## config.mk

```make
export PLATFORM = sky130hd
export DESIGN_NAME = status_led_mode_and_hold_shutdown_flat
export DESIGN_NICKNAME = d
export VERILOG_FILES = /design/src/hw/rtl/slm_pkg.sv /design/src/hw/rtl/slm_if.sv /design/src/hw/rtl/status_led_mode_and_hold_shutdown.sv /design/src/hw/rtl/slm_csr.sv /design/src/hw/rtl/slm_hold.sv /design/src/hw/rtl/slm_phase.sv /design/src/flat_wrapper.sv
export SDC_FILE = /design/constraint.sdc
export NUM_CORES = 1
export LEC_CHECK = 0
export ABC_AREA = 1
export BUFFER_PORTS_ARGS = -buffer_cell sky130_fd_sc_hd__buf_4
export CAP_MARGIN = 20
export CORE_ASPECT_RATIO = 1.75
export CORE_MARGIN = 5
export CORE_UTILIZATION = 50
export CTS_CLUSTER_SIZE = 24
export DETAILED_ROUTE_END_ITERATION = 6
export PLACE_DENSITY = 0.66
export REMOVE_ABC_BUFFERS = 1
export SYNTH_ARGS = -nofsm -noshare
export SYNTH_HDL_FRONTEND = slang
export SYNTH_SLANG_ARGS = --single-unit
```

## constraint.sdc

```tcl
create_clock -name clock -period 6.7 [get_ports clock]
set_input_delay 0.67 -clock clock [delete_from_list [all_inputs] [get_ports clock]]
set_output_delay 0.67 -clock clock [all_outputs]
set_load 0.005 [all_outputs]
```

## src/hw/rtl/slm_pkg.sv

```systemverilog
`timescale 1ns / 1ps
`default_nettype none

package slm_pkg;

   // Blink modes; the first three each own a phase counter.
   typedef enum logic [1:0] {
      MODE_SLOW     = 2'd0,
      MODE_IDLE     = 2'd1,
      MODE_TRANSFER = 2'd2,
      MODE_FULL_ON  = 2'd3
   } mode_type;

   typedef enum logic [2:0] {
      EVT_NONE        = 3'd0,
      EVT_SYNC        = 3'd1,
      EVT_XFER_BEGIN  = 3'd2,
      EVT_XFER_DONE   = 3'd3,
      EVT_WRITE_DONE  = 3'd4
   } event_type;

   localparam int NUM_PHASE  = 3;
   localparam int CSR_IDX_W  = 3;
   localparam int CSR_DATA_W = 32;
   localparam int TICK_W     = 24;
   localparam int HOLD_W     = 32;
   localparam int CMP_W      = 32;

   localparam logic [CSR_IDX_W-1:0] CSR_HOLD_TICKS      = 3'd0;
   localparam logic [CSR_IDX_W-1:0] CSR_SLOW_ON         = 3'd1;
   localparam logic [CSR_IDX_W-1:0] CSR_SLOW_PERIOD     = 3'd2;
   localparam logic [CSR_IDX_W-1:0] CSR_IDLE_ON         = 3'd3;
   localparam logic [CSR_IDX_W-1:0] CSR_IDLE_PERIOD     = 3'd4;
   localparam logic [CSR_IDX_W-1:0] CSR_TRANSFER_ON     = 3'd5;
   localparam logic [CSR_IDX_W-1:0] CSR_TRANSFER_PERIOD = 3'd6;

   localparam logic [HOLD_W-1:0] RST_HOLD_TICKS      = 32'd3000000;
   localparam logic [TICK_W-1:0] RST_SLOW_ON         = 24'd1000000;
   localparam logic [TICK_W-1:0] RST_SLOW_PERIOD     = 24'd2000000;
   localparam logic [TICK_W-1:0] RST_IDLE_ON         = 24'd50000;
   localparam logic [TICK_W-1:0] RST_IDLE_PERIOD     = 24'd3000000;
   localparam logic [TICK_W-1:0] RST_TRANSFER_ON     = 24'd100000;
   localparam logic [TICK_W-1:0] RST_TRANSFER_PERIOD = 24'd500000;

   typedef struct packed {
      logic [HOLD_W-1:0]                 hold_ticks;
      logic [NUM_PHASE-1:0][TICK_W-1:0] on_ticks;
      logic [NUM_PHASE-1:0][TICK_W-1:0] period_ticks;
   } cfg_type;

endpackage

`default_nettype wire

```

## src/hw/rtl/slm_if.sv

```systemverilog
`timescale 1ns / 1ps
`default_nettype none

interface slm_req_if;
   logic       valid;
   logic       ready;
   logic       button_pressed;
   logic [2:0] event_req;

   modport source (output valid, output button_pressed, output event_req, input ready);
   modport sink   (input valid, input button_pressed, input event_req, output ready);
endinterface

interface slm_rsp_if;
   logic       valid;
   logic       ready;
   logic       led;
   logic       shutdown_request;
   logic [1:0] mode;

   modport source (output valid, output led, output shutdown_request, output mode,
                   input ready);
   modport sink   (input valid, input led, input shutdown_request, input mode,
                   output ready);
endinterface

interface slm_csr_if;
   logic        valid;
   logic        ready;
   logic [2:0]  index;
   logic [31:0] data;

   modport source (output valid, output index, output data, input ready);
   modport sink   (input valid, input index, input data, output ready);
endinterface

`default_nettype wire

```

## src/hw/rtl/status_led_mode_and_hold_shutdown.sv

```systemverilog
`timescale 1ns / 1ps
`default_nettype none

// Status LED blink-mode and hold-to-shutdown monitor. Each req transaction is
// one timer tick carrying the button level and an optional event; each tick
// yields exactly one rsp transaction with the LED level, the latched shutdown
// flag and the current mode. A new tick is taken every cycle while rsp_ch is
// ready: the tick is held in the input register while its state update and
// result are computed, then lands in the result register, which presents it
// on rsp_ch, so the block sustains one tick per clock while rsp_ch is ready.
// While rsp_ch stalls, the result register and then the input register hold,
// and req_ch drops ready. The csr_ch port is always ready; writing a period
// register restarts that mode's phase counter. Write configuration only while
// no tick is in flight. PHASE_WIDTH sets the width of the three phase counters
// (16 to 32).

module status_led_mode_and_hold_shutdown
   import slm_pkg::*;
#(
   parameter int PHASE_WIDTH = 24
) (
   input  wire logic clock,
   input  wire logic reset,
   slm_req_if.sink   req_ch,
   slm_rsp_if.source rsp_ch,
   slm_csr_if.sink   csr_ch
);

   cfg_type              cfg;
   logic [NUM_PHASE-1:0] period_clear;

   logic      s1_valid_ff;
   logic      button_ff;
   event_type event_ff;

   mode_type  mode_ff;
   logic      sync_seen_ff;
   mode_type  mode_in;
   logic      sync_seen_in;

   logic      rsp_valid_ff;
   logic      led_ff;
   logic      shutdown_ff;
   mode_type  rsp_mode_ff;

   logic      advance;
   logic      led_in;
   logic      shutdown_in;

   // Move the held tick into the result register when that slot frees up.
   assign advance      = s1_valid_ff && (!rsp_valid_ff || rsp_ch.ready);
   assign req_ch.ready = !s1_valid_ff || advance;

   assign rsp_ch.valid            = rsp_valid_ff;
   assign rsp_ch.led              = led_ff;
   assign rsp_ch.shutdown_request = shutdown_ff;
   assign rsp_ch.mode             = rsp_mode_ff;

   slm_csr u_csr (
      .clock        (clock),
      .reset        (reset),
      .csr          (csr_ch),
      .cfg          (cfg),
      .period_clear (period_clear)
   );

   slm_hold u_hold (
      .clock      (clock),
      .reset      (reset),
      .advance    (advance),
      .pressed    (button_ff),
      .hold_ticks (cfg.hold_ticks),
      .shutdown   (shutdown_in)
   );

   slm_phase #(
      .PHASE_WIDTH (PHASE_WIDTH)
   ) u_phase (
      .clock        (clock),
      .reset        (reset),
      .advance      (advance),
      .period_clear (period_clear),
      .on_ticks     (cfg.on_ticks),
      .period_ticks (cfg.period_ticks),
      .mode         (mode_in),
      .led          (led_in)
   );

   always_comb begin
      mode_in      = mode_ff;
      sync_seen_in = sync_seen_ff;
      unique case (event_ff)
         EVT_SYNC: begin
            mode_in      = MODE_IDLE;
            sync_seen_in = 1'b1;
         end
         EVT_XFER_BEGIN: mode_in = MODE_TRANSFER;
         EVT_XFER_DONE:  mode_in = sync_seen_ff ? MODE_IDLE : MODE_SLOW;
         EVT_WRITE_DONE: mode_in = MODE_FULL_ON;
         default: ;
      endcase
   end

   always_ff @(posedge clock) begin
      if (reset) begin
         s1_valid_ff  <= 1'b0;
         rsp_valid_ff <= 1'b0;
         mode_ff      <= MODE_SLOW;
         sync_seen_ff <= 1'b0;
      end else begin
         if (req_ch.ready) begin
            s1_valid_ff <= req_ch.valid;
         end
         if (advance) begin
            rsp_valid_ff <= 1'b1;
            mode_ff      <= mode_in;
            sync_seen_ff <= sync_seen_in;
         end else if (rsp_ch.ready) begin
            rsp_valid_ff <= 1'b0;
         end
      end
   end

   always_ff @(posedge clock) begin
      if (req_ch.valid && req_ch.ready) begin
         button_ff <= req_ch.button_pressed;
         event_ff  <= event_type'(req_ch.event_req);
      end
      if (advance) begin
         led_ff      <= led_in;
         shutdown_ff <= shutdown_in;
         rsp_mode_ff <= mode_in;
      end
   end

endmodule

`default_nettype wire

```

## src/hw/rtl/slm_csr.sv

```systemverilog
`timescale 1ns / 1ps
`default_nettype none

module slm_csr
   import slm_pkg::*;
(
   input  wire logic           clock,
   input  wire logic           reset,
   slm_csr_if.sink             csr,
   output cfg_type             cfg,
   output logic [NUM_PHASE-1:0] period_clear
);

   cfg_type cfg_ff;
   logic    wr_en;

   assign csr.ready = 1'b1;
   assign wr_en     = csr.valid;
   assign cfg       = cfg_ff;

   // A period write restarts that mode's phase counter.
   assign period_clear[0] = wr_en && (csr.index == CSR_SLOW_PERIOD);
   assign period_clear[1] = wr_en && (csr.index == CSR_IDLE_PERIOD);
   assign period_clear[2] = wr_en && (csr.index == CSR_TRANSFER_PERIOD);

   always_ff @(posedge clock) begin
      if (reset) begin
         cfg_ff.hold_ticks      <= RST_HOLD_TICKS;
         cfg_ff.on_ticks[0]     <= RST_SLOW_ON;
         cfg_ff.period_ticks[0] <= RST_SLOW_PERIOD;
         cfg_ff.on_ticks[1]     <= RST_IDLE_ON;
         cfg_ff.period_ticks[1] <= RST_IDLE_PERIOD;
         cfg_ff.on_ticks[2]     <= RST_TRANSFER_ON;
         cfg_ff.period_ticks[2] <= RST_TRANSFER_PERIOD;
      end else if (wr_en) begin
         unique case (csr.index)
            CSR_HOLD_TICKS:      cfg_ff.hold_ticks      <= csr.data;
            CSR_SLOW_ON:         cfg_ff.on_ticks[0]     <= csr.data[TICK_W-1:0];
            CSR_SLOW_PERIOD:     cfg_ff.period_ticks[0] <= csr.data[TICK_W-1:0];
            CSR_IDLE_ON:         cfg_ff.on_ticks[1]     <= csr.data[TICK_W-1:0];
            CSR_IDLE_PERIOD:     cfg_ff.period_ticks[1] <= csr.data[TICK_W-1:0];
            CSR_TRANSFER_ON:     cfg_ff.on_ticks[2]     <= csr.data[TICK_W-1:0];
            CSR_TRANSFER_PERIOD: cfg_ff.period_ticks[2] <= csr.data[TICK_W-1:0];
            default: ;
         endcase
      end
   end

endmodule

`default_nettype wire

```

## src/hw/rtl/slm_hold.sv

```systemverilog
`timescale 1ns / 1ps
`default_nettype none

module slm_hold
   import slm_pkg::*;
(
   input  wire logic              clock,
   input  wire logic              reset,
   input  wire logic              advance,
   input  wire logic              pressed,
   input  wire logic [HOLD_W-1:0] hold_ticks,
   output logic                   shutdown
);

   logic              press_active_ff;
   logic [HOLD_W-1:0] hold_count_ff;
   logic              shutdown_ff;
   logic [HOLD_W-1:0] hold_count_in;
   logic              shutdown_in;

   always_comb begin
      hold_count_in = '0;
      shutdown_in   = shutdown_ff;
      if (pressed) begin
         if (press_active_ff) begin
            // saturate at all ones
            hold_count_in = (&hold_count_ff) ? hold_count_ff : hold_count_ff + 1'b1;
         end
         if (hold_count_in > hold_ticks) begin
            shutdown_in = 1'b1;
         end
      end
   end

   assign shutdown = shutdown_in;

   always_ff @(posedge clock) begin
      if (reset) begin
         press_active_ff <= 1'b0;
         hold_count_ff   <= '0;
         shutdown_ff     <= 1'b0;
      end else if (advance) begin
         press_active_ff <= pressed;
         hold_count_ff   <= hold_count_in;
         shutdown_ff     <= shutdown_in;
      end
   end

endmodule

`default_nettype wire

```

## src/hw/rtl/slm_phase.sv

```systemverilog
`timescale 1ns / 1ps
`default_nettype none

module slm_phase
   import slm_pkg::*;
#(
   parameter int PHASE_WIDTH = 24
) (
   input  wire logic                          clock,
   input  wire logic                          reset,
   input  wire logic                          advance,
   input  wire logic [NUM_PHASE-1:0]          period_clear,
   input  wire logic [NUM_PHASE-1:0][TICK_W-1:0] on_ticks,
   input  wire logic [NUM_PHASE-1:0][TICK_W-1:0] period_ticks,
   input  wire mode_type                      mode,
   output logic                               led
);

   logic [PHASE_WIDTH-1:0] phase_ff [NUM_PHASE];
   logic [PHASE_WIDTH-1:0] phase_in [NUM_PHASE];
   logic [3:0]             lit;

   always_comb begin
      for (int i = 0; i < NUM_PHASE; i++) begin
         phase_in[i] = phase_ff[i] + 1'b1;
         if (CMP_W'(phase_in[i]) >= CMP_W'(period_ticks[i])) begin
            phase_in[i] = '0;
         end
         lit[i] = CMP_W'(phase_ff[i]) < CMP_W'(on_ticks[i]);
      end
      lit[3] = 1'b1;
   end

   assign led = lit[mode];

   always_ff @(posedge clock) begin
      if (reset) begin
         for (int i = 0; i < NUM_PHASE; i++) begin
            phase_ff[i] <= '0;
         end
      end else begin
         for (int i = 0; i < NUM_PHASE; i++) begin
            if (period_clear[i]) begin
               phase_ff[i] <= '0;
            end else if (advance) begin
               phase_ff[i] <= phase_in[i];
            end
         end
      end
   end

endmodule

`default_nettype wire

```

## src/flat_wrapper.sv

```systemverilog
// flat-port wrapper written by rule: the top's interface ports become plain ports
module status_led_mode_and_hold_shutdown_flat import slm_pkg::*;
#(
   parameter int PHASE_WIDTH = 24
)
  (clock, reset, req_ch_valid, req_ch_button_pressed, req_ch_event_req, req_ch_ready, rsp_ch_valid, rsp_ch_led, rsp_ch_shutdown_request, rsp_ch_mode, rsp_ch_ready, csr_ch_valid, csr_ch_index, csr_ch_data, csr_ch_ready);
  slm_req_if req_ch_i ();
  slm_rsp_if rsp_ch_i ();
  slm_csr_if csr_ch_i ();
  input  wire logic clock;
  input  wire logic reset;
  input wire logic [$bits(req_ch_i.valid)-1:0] req_ch_valid;
  input wire logic [$bits(req_ch_i.button_pressed)-1:0] req_ch_button_pressed;
  input wire logic [$bits(req_ch_i.event_req)-1:0] req_ch_event_req;
  output wire logic [$bits(req_ch_i.ready)-1:0] req_ch_ready;
  output wire logic [$bits(rsp_ch_i.valid)-1:0] rsp_ch_valid;
  output wire logic [$bits(rsp_ch_i.led)-1:0] rsp_ch_led;
  output wire logic [$bits(rsp_ch_i.shutdown_request)-1:0] rsp_ch_shutdown_request;
  output wire logic [$bits(rsp_ch_i.mode)-1:0] rsp_ch_mode;
  input wire logic [$bits(rsp_ch_i.ready)-1:0] rsp_ch_ready;
  input wire logic [$bits(csr_ch_i.valid)-1:0] csr_ch_valid;
  input wire logic [$bits(csr_ch_i.index)-1:0] csr_ch_index;
  input wire logic [$bits(csr_ch_i.data)-1:0] csr_ch_data;
  output wire logic [$bits(csr_ch_i.ready)-1:0] csr_ch_ready;
  assign req_ch_i.valid = req_ch_valid;
  assign req_ch_i.button_pressed = req_ch_button_pressed;
  assign req_ch_i.event_req = req_ch_event_req;
  assign req_ch_ready = req_ch_i.ready;
  assign rsp_ch_valid = rsp_ch_i.valid;
  assign rsp_ch_led = rsp_ch_i.led;
  assign rsp_ch_shutdown_request = rsp_ch_i.shutdown_request;
  assign rsp_ch_mode = rsp_ch_i.mode;
  assign rsp_ch_i.ready = rsp_ch_ready;
  assign csr_ch_i.valid = csr_ch_valid;
  assign csr_ch_i.index = csr_ch_index;
  assign csr_ch_i.data = csr_ch_data;
  assign csr_ch_ready = csr_ch_i.ready;
  status_led_mode_and_hold_shutdown #(.PHASE_WIDTH(PHASE_WIDTH)) u_core (.clock(clock), .reset(reset), .req_ch(req_ch_i), .rsp_ch(rsp_ch_i), .csr_ch(csr_ch_i));
endmodule
```

==> impl_results.md <==
* Ys flop type: dfxtp_1
* Clk_lat worst skew at 570 ps
* HPWL after detailed placement at 37080 microns
* Initial Util at 0.5047
* RR Endpoint: u_core.rsp_ch.shutdown_request$_DFFE_PP_
* RSZ-0062 raised after global routing: false
* Finish-stage setup viols at 0
* Crit-path max FO at 32
* Synth cell types at between 40 and 50
* Cell Pwr Density at ~210 mW/mm^2
* Drt first pass iters at 5
* Hold Path Class: input pin to register
* Tcrit/Tclk final at 0.5472
* Final Hold Viols at 0
* Achievable Freq at roughly 0.27 GHz
* Clk pin slew, worst setup/hold paths at 60 ps
* Headroom to the max-slew limit at 0.2867
* Fillers at between 3000 and 4000
* Buffers on Ports at approximately 50
* Vias/cell at 5.340
* Post-CTS Resized at 0
* Design area at approximately 0.020 sq mm
* Largest net degree at the start of global routing at between 90 and 100
* Post-synthesis cell area at approximately 0.018 sq mm
* Critical Path Max Stage Delay at roughly 500 ps
* DRC viols at 0
* Die Area at roughly 0.04 sq mm
* Buf/Inv on CP at 3
* Max_cap viols at 0
* Leakage at 9.007 nW
* CORE AREA at 0.03518 sq mm
* H-tree level count at 1
* Slowest stage cell on the critical path: dfxtp_1
* Ranking of synthesized cells by area: dfxtp_1, edfxtp_1, ha_1, nand2_1, inv_1
* Vias post-DR at between 15000 and 20000
* YS warnings at 0
* Number of buffers inserted by post-CTS setup repair at 0
* Wirelength per Cell at approximately 17 microns
* Setup Skew at 13.52 ps
* Most frequent CP cell: nand2_1
* Vias in the first global route at approximately 15000
* Worst Hold Launch: req_ch_button_pressed
* Post-synthesis async set-or-reset flop share at 0
* Row cnt at between 90 and 100
* Number of enable flip-flop cells after synthesis at 80
* I/O pins at about 50
* Yosys reg bits at about 300
* Reg2reg path depth at 18
* Hold Path Stages at 1
* ANT nets after route at 0
* Hold-fix buffers at CTS at 0
* Setup slack, reg-to-reg at around 3000 ps
* Root Buffer: clkbuf_16
* Worst r2r src: u_core.u_hold.hold_count_ff[0]$_SDFFE_PP0P_
* Slew @ Worst Pin at ~1100 ps
* Final Max Slew Viols at 0
* Crit path cell chain: ha_1 > nand3_2 > inv_2 > nand4_4 > inv_2 > nand2_4 > nand3_1 > nand2_1 > inv_1 > ha_1 > a21oi_1 > nor2_1 > nor3_1 > nand2_1 > a21oi_1 > nand2_1 > nand2_1 > nand2_1
* Top-area cell type share of the netlist area at 0.2424
* Area after DPL at between 0.015 and 0.02 sq mm
* Crit path capture type: register
* Placer Congestion at slightly below 1
* NumNets Final at 2613
* P&R area growth vs syn at 10.08%
* CP delay by family, top: simple AND/OR/NAND/NOR gates
* Seq/Total Area, Yosys at 0.3777
* Peak supply drop at 0.1951 mV
* First-pass GRT wire length at about 80000 microns
* Total track usage at 0.2505
* Total grt overflow at 0
* Post-Syn Instances at approximately 2400
* Crit path arrival time at roughly 4000 ps
* Total CTS buffers at 29
* Antenna violations before repair at 0
* Layout cells sized above 1 at 0.08778
* Worst path required time at 6980 ps
* Maximum buffer depth of the clock tree at 3
* Die Y at roughly 260 microns
* Routed WL at ~50000 microns
* Sink Count at between 200 and 300
* Hold path endpoint: u_core.button_ff$_DFFE_PP_
* Mean post-synth cell area at about 7.5 sq um
* Die Span X at roughly 150 microns
* Setup tns final at 0 ps
* Drt first-iter violations at 792
* Cell taking the most area after synthesis: dfxtp_1
* Status: completed
* Min Tclk post-route at 3666 ps
* Startpoint Class: register
* TritonCTS clock tree: built
* Crit Path Class: register to register
flip-flops by register name (all words and copies together) (netlist names), 2 cells and up:
| name | count |
|---|---|
| u_core.u_phase.phase_ff | 72 |
| u_core.event_ff | 3 |
| u_core.mode_ff | 2 |
| u_core.rsp_ch.mode | 2 |
| u_core.u_csr.cfg | 176 |
| u_core.u_hold.hold_count_ff | 32 |
Yosys cell counts, types with 7 or more instances:
library cell,n
o211ai_1,47
nor2_2,17
o21ai_2,7
buf_2,13
o21a_1,13
edfxtp_1,80
nand3b_1,8
nand2_1,474
nor2_1,218
nand3_2,14
nand3_1,49
or2_2,7
dfxtp_1,215
inv_1,392
o21ai_1,9
nand2_2,13
ha_1,177
o21ai_0,160
xnor2_1,9
nor3_1,34
a21oi_1,208
inv_2,19
nand4_1,34
xor2_1,47
nor2_4,7
clkbuf_1,48
final cells by class:
class	count	area, sq um	share of cell area
multi-input combinational	1590	9206	0.4710
sequential	295	6706	0.3431
inverter	413	1553	0.07944
clock buffer	49	932.1	0.04769
tap	465	581.8	0.02977
timing repair buffer	63	535.5	0.02740
clock inverter	5	28.78	0.001472
antenna	1	2.502	0.0001280
metrics by stage:
step | util | hold slack, ps | setup slack (ps) | total power, W | instances
after floorplan | - | 422.9 | 3458 | 0.002303 | 2298
after global placement | 0.5253 | 433.7 | 2926 | 0.002478 | 2821
after detailed placement | 0.5261 | 447.9 | 2784 | 0.002495 | 2822
after CTS | 0.5534 | 251.9 | 2757 | 0.004145 | 2876
after global routing | 0.5555 | 255.1 | 2769 | 0.004306 | 2880
final | 0.5556 | 275.9 | 3034 | 0.004121 | 2881
placed cells by master (no fill, tap or decap), drive strengths merged:
cell	count
nand2	488
o21bai	2
o21ai	176
a21o	4
xnor2	9
a31o	1
nor4	5
and3	3
or2	8
nand3b	8
nand3	63
nor3	41
dfxtp	215
edfxtp	80
nor2	242
diode	1
nand4	35
a31oi	4
o21a	13
o211ai	47
buf	63
xor2	47
inv	413
ha	177
nor3b	1
o22ai	3
clkinv	5
clkbuf	49
conb	1
o41ai	1
a21oi	211
worst max-delay path by stage:
stage | start | endpoint | slack (ps) | cells after the start
detailed placement | u_core.u_phase.phase_ff[1][0]$_SDFFCE_PP0P_ | u_core.u_phase.phase_ff[1][14]$_SDFFCE_PP0P_ | 2780 | 18
global route | u_core.u_hold.hold_count_ff[0]$_SDFFE_PP0P_ | u_core.rsp_ch.shutdown_request$_DFFE_PP_ | 2770 | 18
finish | u_core.u_hold.hold_count_ff[0]$_SDFFE_PP0P_ | u_core.rsp_ch.shutdown_request$_DFFE_PP_ | 3030 | 18
CTS | u_core.u_phase.phase_ff[1][0]$_SDFFCE_PP0P_ | u_core.u_phase.phase_ff[1][14]$_SDFFCE_PP0P_ | 2760 | 18
global placement | u_core.u_phase.phase_ff[1][0]$_SDFFCE_PP0P_ | u_core.u_phase.phase_ff[1][4]$_SDFFCE_PP0P_ | 2930 | 18
floorplan | reset | u_core.u_csr.cfg[10]$_SDFFE_PP1P_ | 3460 | 2
power breakdown:
part / internal, W / total, W / switching [W] / leakage (nW)
clock network: 0.000942 / 0.00166 / 0.000714 / 0.478
registers: 0.00191 / 0.00196 / 0.0000551 / 2.60
logic: 0.000172 / 0.000503 / 0.000331 / 5.93
kinds of logic (layout without fill, tap and decap cells):
group / after synthesis / count (layout) / share of synthesized area
AND/OR/NAND/NOR: 894 / 894 / 0.2205
buffers and inverters: 481 / 530 / 0.1039
AO/OA/AOI/OAI: 462 / 462 / 0.1454
flip-flops: 295 / 295 / 0.3777
adder cells (fa/ha/maj): 177 / 177 / 0.1247
XOR/XNOR: 56 / 56 / 0.02762
other: 1 / 2 / 0.0002112
layer usage:
metal | global-route usage | vias up | wire length, microns
li1 | - | 7732 | -
met1 | 0.2926 | 7216 | 19950
met2 | 0.4691 | 335 | 25750
met3 | 0.02085 | 102 | 1976
met4 | 0.1045 | 0 | 2265
met5 | 0 | - | 0
Note: power is estimated with default switching activity, not from simulation.
